**config.mk**
```make
export PLATFORM = sky130hd
export DESIGN_NAME = dtl_front_flat
export DESIGN_NICKNAME = d
export VERILOG_FILES = /design/src/hw/rtl/dtl_pkg.sv /design/src/hw/rtl/dtl_if.sv /design/src/hw/rtl/dtl_front.sv /design/src/flat_wrapper.sv
export SDC_FILE = /design/constraint.sdc
export NUM_CORES = 1
export LEC_CHECK = 0
export ABC_AREA = 1
export BUFFER_PORTS_ARGS = -buffer_cell sky130_fd_sc_hd__buf_2
export CAP_MARGIN = 10
export CORE_ASPECT_RATIO = 0.9
export CORE_MARGIN = 2
export CORE_UTILIZATION = 28
export CTS_BUF_LIST = sky130_fd_sc_hd__clkbuf_8
export DETAILED_ROUTE_END_ITERATION = 10
export PLACE_DENSITY = 0.58
export SYNTH_ARGS = -nofsm -noshare
export SYNTH_HDL_FRONTEND = slang
export SYNTH_SLANG_ARGS = --single-unit
```
**constraint.sdc**
```tcl
create_clock -name i_clk -period 6.5 [get_ports i_clk]
set_clock_uncertainty 0.1 [all_clocks]
set_input_delay 1.3 -clock i_clk [delete_from_list [all_inputs] [get_ports i_clk]]
set_output_delay 1.3 -clock i_clk [all_outputs]
set_load 0.02 [all_outputs]
```
**src/hw/rtl/dtl_pkg.sv**
```systemverilog
package dtl_pkg;

    // Texel store geometry.
    localparam int STORE_TEXELS = 65536;
    localparam int STORE_AW     = $clog2(STORE_TEXELS);
    localparam int COLOR_W      = 24;

    // Angle precision used for the texel index.
    localparam int ANGLE_BITS = 16;
    localparam int QW         = ANGLE_BITS + 1;

    // Image size registers.
    localparam int SIZE_W   = 9;
    localparam int IDX_W    = 8;
    localparam int MAX_SIZE = 256;

    // CORDIC datapath.
    localparam int CORDIC_STEPS = 24;
    localparam int STEP_W       = 5;
    localparam int CW           = 27;
    localparam int ACC_W        = 34;
    localparam logic signed [ACC_W-1:0] HALF_TURN = 34'sh0_8000_0000;

    // Square root datapath.
    localparam int SQ_W = 48;

    // Opcodes.
    localparam logic OP_WRITE  = 1'b0;
    localparam logic OP_LOOKUP = 1'b1;

    // Register byte offsets (bit 2 selects the register).
    localparam logic REG_WIDTH  = 1'b0;
    localparam logic REG_HEIGHT = 1'b1;

    typedef struct packed {
        logic               opcode;
        logic signed [15:0] dir_x;
        logic signed [15:0] dir_y;
        logic signed [15:0] dir_z;
        logic [15:0]        texel_address;
        logic [COLOR_W-1:0] texel_color;
        logic               zero;
    } t_item;

    // Arctangent of 2^-i in units of 2^-32 turn.
    function automatic logic [31:0] atan_angle(input logic [STEP_W-1:0] i);
        logic [31:0] r;
        case (i)
            5'd0:  r = 32'h20000000;
            5'd1:  r = 32'h12E4051E;
            5'd2:  r = 32'h09FB385B;
            5'd3:  r = 32'h051111D4;
            5'd4:  r = 32'h028B0D43;
            5'd5:  r = 32'h0145D7E1;
            5'd6:  r = 32'h00A2F61E;
            5'd7:  r = 32'h00517C55;
            5'd8:  r = 32'h0028BE53;
            5'd9:  r = 32'h00145F2F;
            5'd10: r = 32'h000A2F98;
            5'd11: r = 32'h000517CC;
            5'd12: r = 32'h00028BE6;
            5'd13: r = 32'h000145F3;
            5'd14: r = 32'h0000A2FA;
            5'd15: r = 32'h0000517D;
            5'd16: r = 32'h000028BE;
            5'd17: r = 32'h0000145F;
            5'd18: r = 32'h00000A30;
            5'd19: r = 32'h00000518;
            5'd20: r = 32'h0000028C;
            5'd21: r = 32'h00000146;
            5'd22: r = 32'h000000A3;
            5'd23: r = 32'h00000051;
            default: r = 32'h0;
        endcase
        return r;
    endfunction

    // A size register of zero acts as one, anything above the maximum as the maximum.
    function automatic logic [SIZE_W-1:0] eff_size(input logic [SIZE_W-1:0] v);
        logic [SIZE_W-1:0] r;
        if (v == '0) begin
            r = SIZE_W'(1);
        end else if (v > SIZE_W'(MAX_SIZE)) begin
            r = SIZE_W'(MAX_SIZE);
        end else begin
            r = v;
        end
        return r;
    endfunction

endpackage

```
**src/hw/rtl/dtl_if.sv**
```systemverilog
interface dtl_item_if;
    import dtl_pkg::*;
    logic               valid;
    logic               ready;
    logic               opcode;
    logic signed [15:0] dir_x;
    logic signed [15:0] dir_y;
    logic signed [15:0] dir_z;
    logic [15:0]        texel_address;
    logic [COLOR_W-1:0] texel_color;
    modport source (output valid, opcode, dir_x, dir_y, dir_z, texel_address, texel_color,
                    input ready);
    modport sink (input valid, opcode, dir_x, dir_y, dir_z, texel_address, texel_color,
                  output ready);
endinterface


```
**src/hw/rtl/dtl_front.sv**
```systemverilog
module dtl_front
    import dtl_pkg::*;
(
    input  logic        i_clk,
    input  logic        i_rst_n,
    dtl_item_if.sink    i_item,
    output t_item       o_q_item,
    output logic        o_q_valid,
    input  logic        i_q_pop
);
    t_item      r_mem [2];
    logic       r_wp, r_rp;
    logic [1:0] r_cnt;
    logic       push;
    t_item      n_item;

    assign i_item.ready = (r_cnt != 2'd2);
    assign push         = i_item.valid && i_item.ready;

    // Classify on entry: zero directions take a short path in the back end.
    always_comb begin
        n_item.opcode        = i_item.opcode;
        n_item.dir_x         = i_item.dir_x;
        n_item.dir_y         = i_item.dir_y;
        n_item.dir_z         = i_item.dir_z;
        n_item.texel_address = i_item.texel_address;
        n_item.texel_color   = i_item.texel_color;
        n_item.zero          = (i_item.dir_x == '0) && (i_item.dir_y == '0) &&
                               (i_item.dir_z == '0);
    end

    always_ff @(posedge i_clk) begin
        if (push) begin
            r_mem[r_wp] <= n_item;
        end
        if (!i_rst_n) begin
            r_wp  <= 1'b0;
            r_rp  <= 1'b0;
            r_cnt <= 2'd0;
        end else begin
            if (push) begin
                r_wp <= ~r_wp;
            end
            if (i_q_pop) begin
                r_rp <= ~r_rp;
            end
            r_cnt <= r_cnt + 2'(push) - 2'(i_q_pop);
        end
    end

    assign o_q_item  = r_mem[r_rp];
    assign o_q_valid = (r_cnt != 2'd0);
endmodule

```
**src/flat_wrapper.sv**
```systemverilog
// flat-port wrapper written by rule: the top's interface ports become plain ports
module dtl_front_flat import dtl_pkg::*;
  (i_clk, i_rst_n, o_q_item, o_q_valid, i_q_pop, i_item_valid, i_item_opcode, i_item_dir_x, i_item_dir_y, i_item_dir_z, i_item_texel_address, i_item_texel_color, i_item_ready);
  dtl_item_if i_item_i ();
  input  logic i_clk;
  input  logic i_rst_n;
  output t_item o_q_item;
  output logic o_q_valid;
  input  logic i_q_pop;
  input wire logic [$bits(i_item_i.valid)-1:0] i_item_valid;
  input wire logic [$bits(i_item_i.opcode)-1:0] i_item_opcode;
  input wire logic [$bits(i_item_i.dir_x)-1:0] i_item_dir_x;
  input wire logic [$bits(i_item_i.dir_y)-1:0] i_item_dir_y;
  input wire logic [$bits(i_item_i.dir_z)-1:0] i_item_dir_z;
  input wire logic [$bits(i_item_i.texel_address)-1:0] i_item_texel_address;
  input wire logic [$bits(i_item_i.texel_color)-1:0] i_item_texel_color;
  output wire logic [$bits(i_item_i.ready)-1:0] i_item_ready;
  assign i_item_i.valid = i_item_valid;
  assign i_item_i.opcode = i_item_opcode;
  assign i_item_i.dir_x = i_item_dir_x;
  assign i_item_i.dir_y = i_item_dir_y;
  assign i_item_i.dir_z = i_item_dir_z;
  assign i_item_i.texel_address = i_item_texel_address;
  assign i_item_i.texel_color = i_item_texel_color;
  assign i_item_ready = i_item_i.ready;
  dtl_front u_core (.i_clk(i_clk), .i_rst_n(i_rst_n), .i_item(i_item_i), .o_q_item(o_q_item), .o_q_valid(o_q_valid), .i_q_pop(i_q_pop));
endmodule
```
==> results of run 1 <==
-- worst reg2reg max path, cell delays in order (launching register included) --
cell     delay [ns]
dfxtp_1        0.35
inv_1          0.06
nand2_1        0.07
nand2_1        0.14
nor2_4         0.10
buf_4          0.52
buf_4          0.64
-- kinds of logic after synthesis --
kind of cell | after synthesis | synth area share [%]
buf+inv | 32 | 3.70
fa+ha+maj | 2 | 0.338
compound gates | 3 | 0.203
xor+xnor | 1 | 0.118
flops | 185 | 74.4
simple gates | 57 | 3.03
mux | 90 | 18.3
-- final cells by class --
cell class | count | area, µm² | area share [%]
Inverter | 22 | 82.6 | 0.918
Clock inverter | 15 | 130 | 1.45
Timing Repair Buffer | 190 | 966 | 10.7
Multi-Input combinational cell | 153 | 1640 | 18.2
Antenna cell | 1 | 2.50 | 0.0278
Sequential cell | 185 | 5510 | 61.2
Tap cell | 348 | 435 | 4.84
Clock buffer | 17 | 234 | 2.60
-- routing by layer --
layer	track usage, %	part of all wire (%)	vias to the layer above
met5	0	0.091	-
met4	3.61	1.4	2
met3	3.56	6.3	16
met2	17.8	51	115
met1	11.7	42	1810
li1	-	-	1772
-- power groups by stage --
| stage | Clock, mW | Combinational, mW | Sequential (mW) |
|---|---|---|---|
| after floorplan | 0 | 0.361 | 1.53 |
| after global placement | 0 | 0.505 | 1.52 |
| after detailed placement | 0 | 0.512 | 1.53 |
| after CTS | 0.760 | 0.514 | 1.50 |
| after global routing | 0.799 | 0.542 | 1.51 |
| final | 0.721 | 0.502 | 1.50 |
-- path summary, 6_finish.rpt --
kind	from	to	cells past startpoint	slack, ns
max reg2reg	u_core.r_cnt[0]$_SDFF_PN0_	u_core.r_mem[1][65]$_DFFE_PP_	6	4.12
max	flip-flop	o_q_item[40]	3	2.72
min	u_core.r_rp$_SDFFE_PN0P_	u_core.r_rp$_SDFFE_PN0P_	2	0.40
min reg2reg	u_core.r_rp$_SDFFE_PN0P_	u_core.r_rp$_SDFFE_PN0P_	2	0.40
-- state kept, by name (all words and copies together) (netlist names), named ones only --
register      cells
u_core.r_cnt      2
u_core.r_mem    180
u_core.r_rp       1
u_core.r_wp       1
-- placed cells by master, fill, tap and decap left out, types with 2 or more instances in the layout --
master	Yosys	final
inv_8	0	4
ha_1	2	2
buf_2	0	184
nor2_1	31	29
and2_1	2	2
clkinvlp_4	0	2
dfxtp_1	5	4
inv_1	22	22
inv_6	0	4
buf_4	0	6
o21ai_0	2	2
edfxtp_1	180	180
nand2_1	22	22
nor2_4	0	2
clkbuf_8	0	17
clkinv_4	0	3
mux2_4	90	90
-- metrics by stage --
stage | worst slack, ns | utilization [%] | hold slack (ns) | cell area, µm²
6_report | 2.72 | 34.6 | 0.400 | 9000
5_1_grt | 2.54 | 34.6 | 0.469 | 9000
4_1_cts | 2.60 | 34.6 | 0.408 | 9000
3_5_place_dp | 3.13 | 33.2 | 0.381 | 8630
3_3_place_gp | 3.16 | 33.2 | 0.374 | 8630
2_1_floorplan | 0.693 | - | 0.363 | 7400
==> reports/qor.yml, run 1 <==
core_um2: 26000
start_kind: "flip-flop"
pwr-share-comb_pct: 18.4
fin_setup_tns_ns: 0
synth_top_area_share_pct: 73.0
cts.clk_slew.worst_paths_ns: 0.10
end_kind: "output port"
area_delta_synth_final_pct: 21.5
report.final.slew_viol_count: 0
wl_per_cell_um: 15.3
syn_nets: 465
critPathMaxStageDelay_ns: 0.74
netlist_area_um2: 7400
synth-main-ff-cell: "edfxtp_1"
post_cts_resized: 0
min_period_over_period_pct: 58.2
critPathTopFamily: "buffers and inverters"
dpl.cell_count: 898
drive_gt1_share_pct: 54.1
first_global_vias: 3919
synth_area_per_cell_um2: 20.0
grt.total_usage_pct: 10.2
cts_buffers: 17
die_h_um: 158
clk_latency_ns: 0.45
nets: 664
critPathSlowestCell: "dfxtp_4"
grt_antenna_before_repair: 2
switching_power_mw: 0.774
synth-seq-cells: 185
cts_root_buf: "clkbuf_8"
synth_area_leaders: "edfxtp_1 73%, mux2_4 18%, buf_12 2.4%"
cts_tree: "yes"
numClockSinks: 185
postCtsSetupBuffers: 0
outcome: "complete, no violations"
yosys_warnings: 0
gr-total-overflow: 0
max_freq_mhz: 264
synth_edf_count: 180
p_per_area_nw_per_um2: 303
yosysTopAreaCell: "edfxtp_1"
hpwl_um: 9770
io_buffers: 184
worst_pin_slew_ns: 0.675
viasPerCell: 3.99
num_vias: 3715
die_w_um: 175
die-area_um2: 27800
post-route-drc-count: 0
slew_headroom_pct: 55.0
min_path_type: "reg2reg"
synth_common_cells: "180 x edfxtp_1, 90 x mux2_4, 31 x nor2_1"
grt_setup_unrepaired: "no"
irDropWorstVdd_mv: 0.117
cp.arrival_ns: 2.38
finalNonFillerCells: 931
place_congestion: 0.724
first_iter_violations: 219
first_pass_iters: 4
cts_hold_buffers: 0
period_needed_ns: 3.78
critPathKind: "reg2out"
total_power_mw: 2.73
cap_violations: 0
p_sw_share_pct: 28.4
cts_max_level: 4
p_clk_share_pct: 26.5
syn_inst: 370
crit_buf_inv: 2
ys_types: 15
setup_viol: 0
cp_max_fo: 34
drt-total-wl_um: 14300
post-synth-top-count-cell: "edfxtp_1"
seqPwrFrac_pct: 55.1
num_rows: 56
path_cells: "buf_4, mux2_4, buf_2"
ys_async_sr_fraction_pct: 0
leakagePower_nw: 3.57
hold_viol_final: 0
clk_path_buf_depth: 2
initial_core_util_pct: 28.5
required_ns: 5.10
grt_pass1_wl_um: 21400
grt_max_degree: 48
ys_seq_area_share_pct: 74.4
ant_nets: 0
nFillCells: 2491
p_int_mw: 1.95
ios: 185
(Power assumes the default switching activity.)
==> run 2: changes to the inputs <==
--- a/config.mk
+++ b/config.mk
@@ -5,7 +5,7 @@
 export SDC_FILE = /design/constraint.sdc
 export NUM_CORES = 1
 export LEC_CHECK = 0
-export ABC_AREA = 1
+export ABC_AREA = 0
 export BUFFER_PORTS_ARGS = -buffer_cell sky130_fd_sc_hd__buf_2
 export CAP_MARGIN = 10
 export CORE_ASPECT_RATIO = 0.9
@@ -13,7 +13,7 @@
 export CORE_UTILIZATION = 28
 export CTS_BUF_LIST = sky130_fd_sc_hd__clkbuf_8
 export DETAILED_ROUTE_END_ITERATION = 10
-export PLACE_DENSITY = 0.58
+export PLACE_DENSITY = 0.59
 export SYNTH_ARGS = -nofsm -noshare
 export SYNTH_HDL_FRONTEND = slang
 export SYNTH_SLANG_ARGS = --single-unit
==> constraint.sdc (replaced) <==
create_clock -name i_clk -period 3.5 [get_ports i_clk]
set_clock_uncertainty 0.1 [all_clocks]
set_input_delay 0.7 -clock i_clk [delete_from_list [all_inputs] [get_ports i_clk]]
set_output_delay 0.7 -clock i_clk [all_outputs]
set_load 0.02 [all_outputs]
==> run 2 against run 1 <==
Compared with the run above: sequential share of layout area up 0.27 points; critical endpoint is now o_q_item[42]; worst hold slack worse by 0.058 ns; wire length up 2.5%; sequential power up 92%; register-to-register slack worse by 2.6 ns; first-iteration DRC count down 11%; highest routed layer unchanged; clock power up 100%.
==> reports/qor.yml, run 2 <==
drive_gt1_share_pct: 58.9  # +4.8 points
yosysTopAreaCell: "edfxtp_1"
cts_root_buf: "clkbuf_8"
syn_inst: 321  # -13%
final_cell_mix: "184 x buf_2, 180 x edfxtp_1, 90 x mux2_4"
numClockSinks: 185  # unchanged
min_path_cells: 1  # -1
post-synth-top-count-cell: "edfxtp_1"
grt.total_usage_pct: 10.9  # +0.70 points
post_cts_resized: 0  # unchanged
period_needed_ns: 2.67
gr-total-overflow: 0  # unchanged
report.final.slew_viol_count: 0  # unchanged
reg_top3: "u_core.r_mem (180), u_core.r_cnt (2)"
fin_setup_tns_ns: 0  # unchanged
leakagePower_nw: 3.45  # -3.2%
core_um2: 25300  # -2.6%
clk_latency_ns: 0.44  # about the same
clk_path_buf_depth: 2  # unchanged
netlist_area_um2: 7280  # -1.7%
first_iter_violations: 195  # -11%
num_vias: 3634  # -2.2%
place_congestion: 0.747  # +3.2%
min_period_over_period_pct: 76.2
ys_types: 20  # +5
die_h_um: 157  # -0.83%
first_pass_iters: 4  # unchanged
cp.arrival_ns: 1.87  # -0.51 ns
ys_async_sr_fraction_pct: 0  # unchanged
grt_max_degree: 43  # -10%
hold_viol_final: 0  # unchanged
viasPerCell: 4.14  # +3.7%
synth_area_per_cell_um2: 22.7  # +13%
worst_pin_slew_ns: 0.694  # +0.0190 ns
max_freq_mhz: 375
syn_nets: 416  # -11%
setup_viol: 0  # unchanged
ant_nets: 0  # unchanged
hpwl_um: 10000  # +2.6%
irDropWorstVdd_mv: 0.286  # +150%
synth_top_area_share_pct: 74.3  # +1.3 points
io_buffers: 184  # unchanged
postCtsSetupBuffers: 0  # unchanged
final_util_pct: 35.4  # +0.76 points
cts_max_level: 4  # unchanged
wl_per_cell_um: 16.7  # +8.7%
yosys_warnings: 0  # unchanged
largest_register_ff_count: 180  # unchanged
cts_buffers: 17  # unchanged
end_kind: "output port"
first_global_vias: 3823  # -2.4%
setup_ws_ns: 0.834  # -1.88 ns
grt_setup_unrepaired: "no"
hold_start: "i_item_texel_color[5]"
rrSetupSlack_ns: 1.48  # -2.64 ns
ys_seq_area_share_pct: 75.6  # +1.3 points
synth_area_leaders: "edfxtp_1 74%, mux2_4 19%, buf_12 2.5%"
start_kind: "flip-flop"
regArea_um2: 5510  # unchanged
r2r-end: "u_core.r_mem[1][40]$_DFFE_PP_"
slew_headroom_pct: 53.8  # -1.3 points
die-area_um2: 27300  # -1.7%
cp_max_fo: 40  # +18%
use_met2_pct: 18.6  # +0.78 points
post-route-drc-count: 0  # unchanged
finalNonFillerCells: 878  # -5.7%
outcome: "complete, no violations"
use_met3_pct: 3.84  # +0.28 points
p_per_area_nw_per_um2: 627  # +110%
critPathKind: "reg2out"
dp_slack_ns: 1.19  # -1.94 ns
synth_edf_count: 180  # unchanged
cts_hold_buffers: 0  # unchanged
cap_violations: 0  # unchanged
min_path_type: "in2reg"
final_common_cell: "buf_2"
holdPathEnd: "u_core.r_mem[0][6]$_DFFE_PP_"
grt_pass1_wl_um: 22300  # +4.5%
required_ns: 2.70  # -2.40 ns
grt_antenna_before_repair: 3  # +1
multiInputGateArea_um2: 1570  # -4.1%
dpl.cell_count: 843  # -6.1%
drt-total-wl_um: 14600  # +2.5%
initial_core_util_pct: 28.7  # +0.26 points
nFillCells: 2453  # -1.5%
num_rows: 55  # -1.8%
top_register: "u_core.r_mem"
synth_common_cells: "180 x edfxtp_1, 90 x mux2_4, 12 x nor4_1"
ios: 185  # unchanged
cts_tree: "yes"
synth-seq-cells: 185  # unchanged
nets: 615  # -7.4%
grt_busiest_layer: "met2"
area_delta_synth_final_pct: 23.1
die_w_um: 174  # -0.83%
synth-main-ff-cell: "edfxtp_1"
met1_usage_pct: 13.0  # +1.3 points
r2r_cells: 3  # -3
r2r_start: "u_core.r_cnt[0]$_SDFF_PN0_"
cts.clk_slew.worst_paths_ns: 0.10  # about the same
total_power_mw: 5.61  # +110%
## run 2: power breakdown
group	total [mW]	internal [mW]	switching, mW
Clock	1.46	0.710	0.755
Combinational	1.27	0.538	0.728
Sequential	2.88	2.80	0.0839
## run 2: kinds of logic after synthesis
| kind of cell | after synthesis | share of synthesized area (%) |
|---|---|---|
| muxes | 90 | 18.6 |
| xor gates and xnor gates | 3 | 0.361 |
| buffers and inverters | 14 | 2.84 |
| adders and majority gates | 2 | 0.344 |
| DFF | 185 | 75.6 |
| AOI/OAI and AO/OA | 2 | 0.206 |
| and+or+nand+nor | 25 | 2.05 |
## run 2: per-stage QoR
step	hold WS [ns]	instance area, µm²
final	0.343	8960
after global placement	0.398	8540
after global routing	0.290	8950
after CTS	0.296	8950
after detailed placement	0.423	8540
after floorplan	0.380	7280
## run 2: cell type report
cell class                      instances  share of cell area, %
Timing Repair Buffer                  190                   11.3
Sequential cell                       185                   61.5
Clock buffer                           17                   2.61
Clock inverter                         15                   1.96
Inverter                                4                  0.196
Antenna cell                            3                 0.0838
Tap cell                              342                   4.78
Multi-Input combinational cell        122                   17.5
## run 2: worst max path at each step
stage | to | slack (ns)
2_1_floorplan | u_core.r_mem[1][0]$_DFFE_PP_ | 0.10
3_3_place_gp | u_core.r_mem[1][81]$_DFFE_PP_ | 1.23
3_5_place_dp | u_core.r_mem[1][10]$_DFFE_PP_ | 1.19
4_1_cts | o_q_item[42] | 0.77
5_1_grt | o_q_item[78] | 0.73
6_report | o_q_item[42] | 0.83
## run 2: per-layer routing
layer	routed length (µm)	vias to the layer above	part of all wire, %
li1	-	1678	-
met1	6150	1809	42
met2	7300	132	50
met3	980	13	6.7
met4	186	2	1.3
met5	11	-	0.075
## run 2: worst max-delay path, stage by stage (launching register included)
cell,delay (ns)
dfxtp_4,0.51
buf_12,0.32
mux2_4,0.36
buf_2,0.17
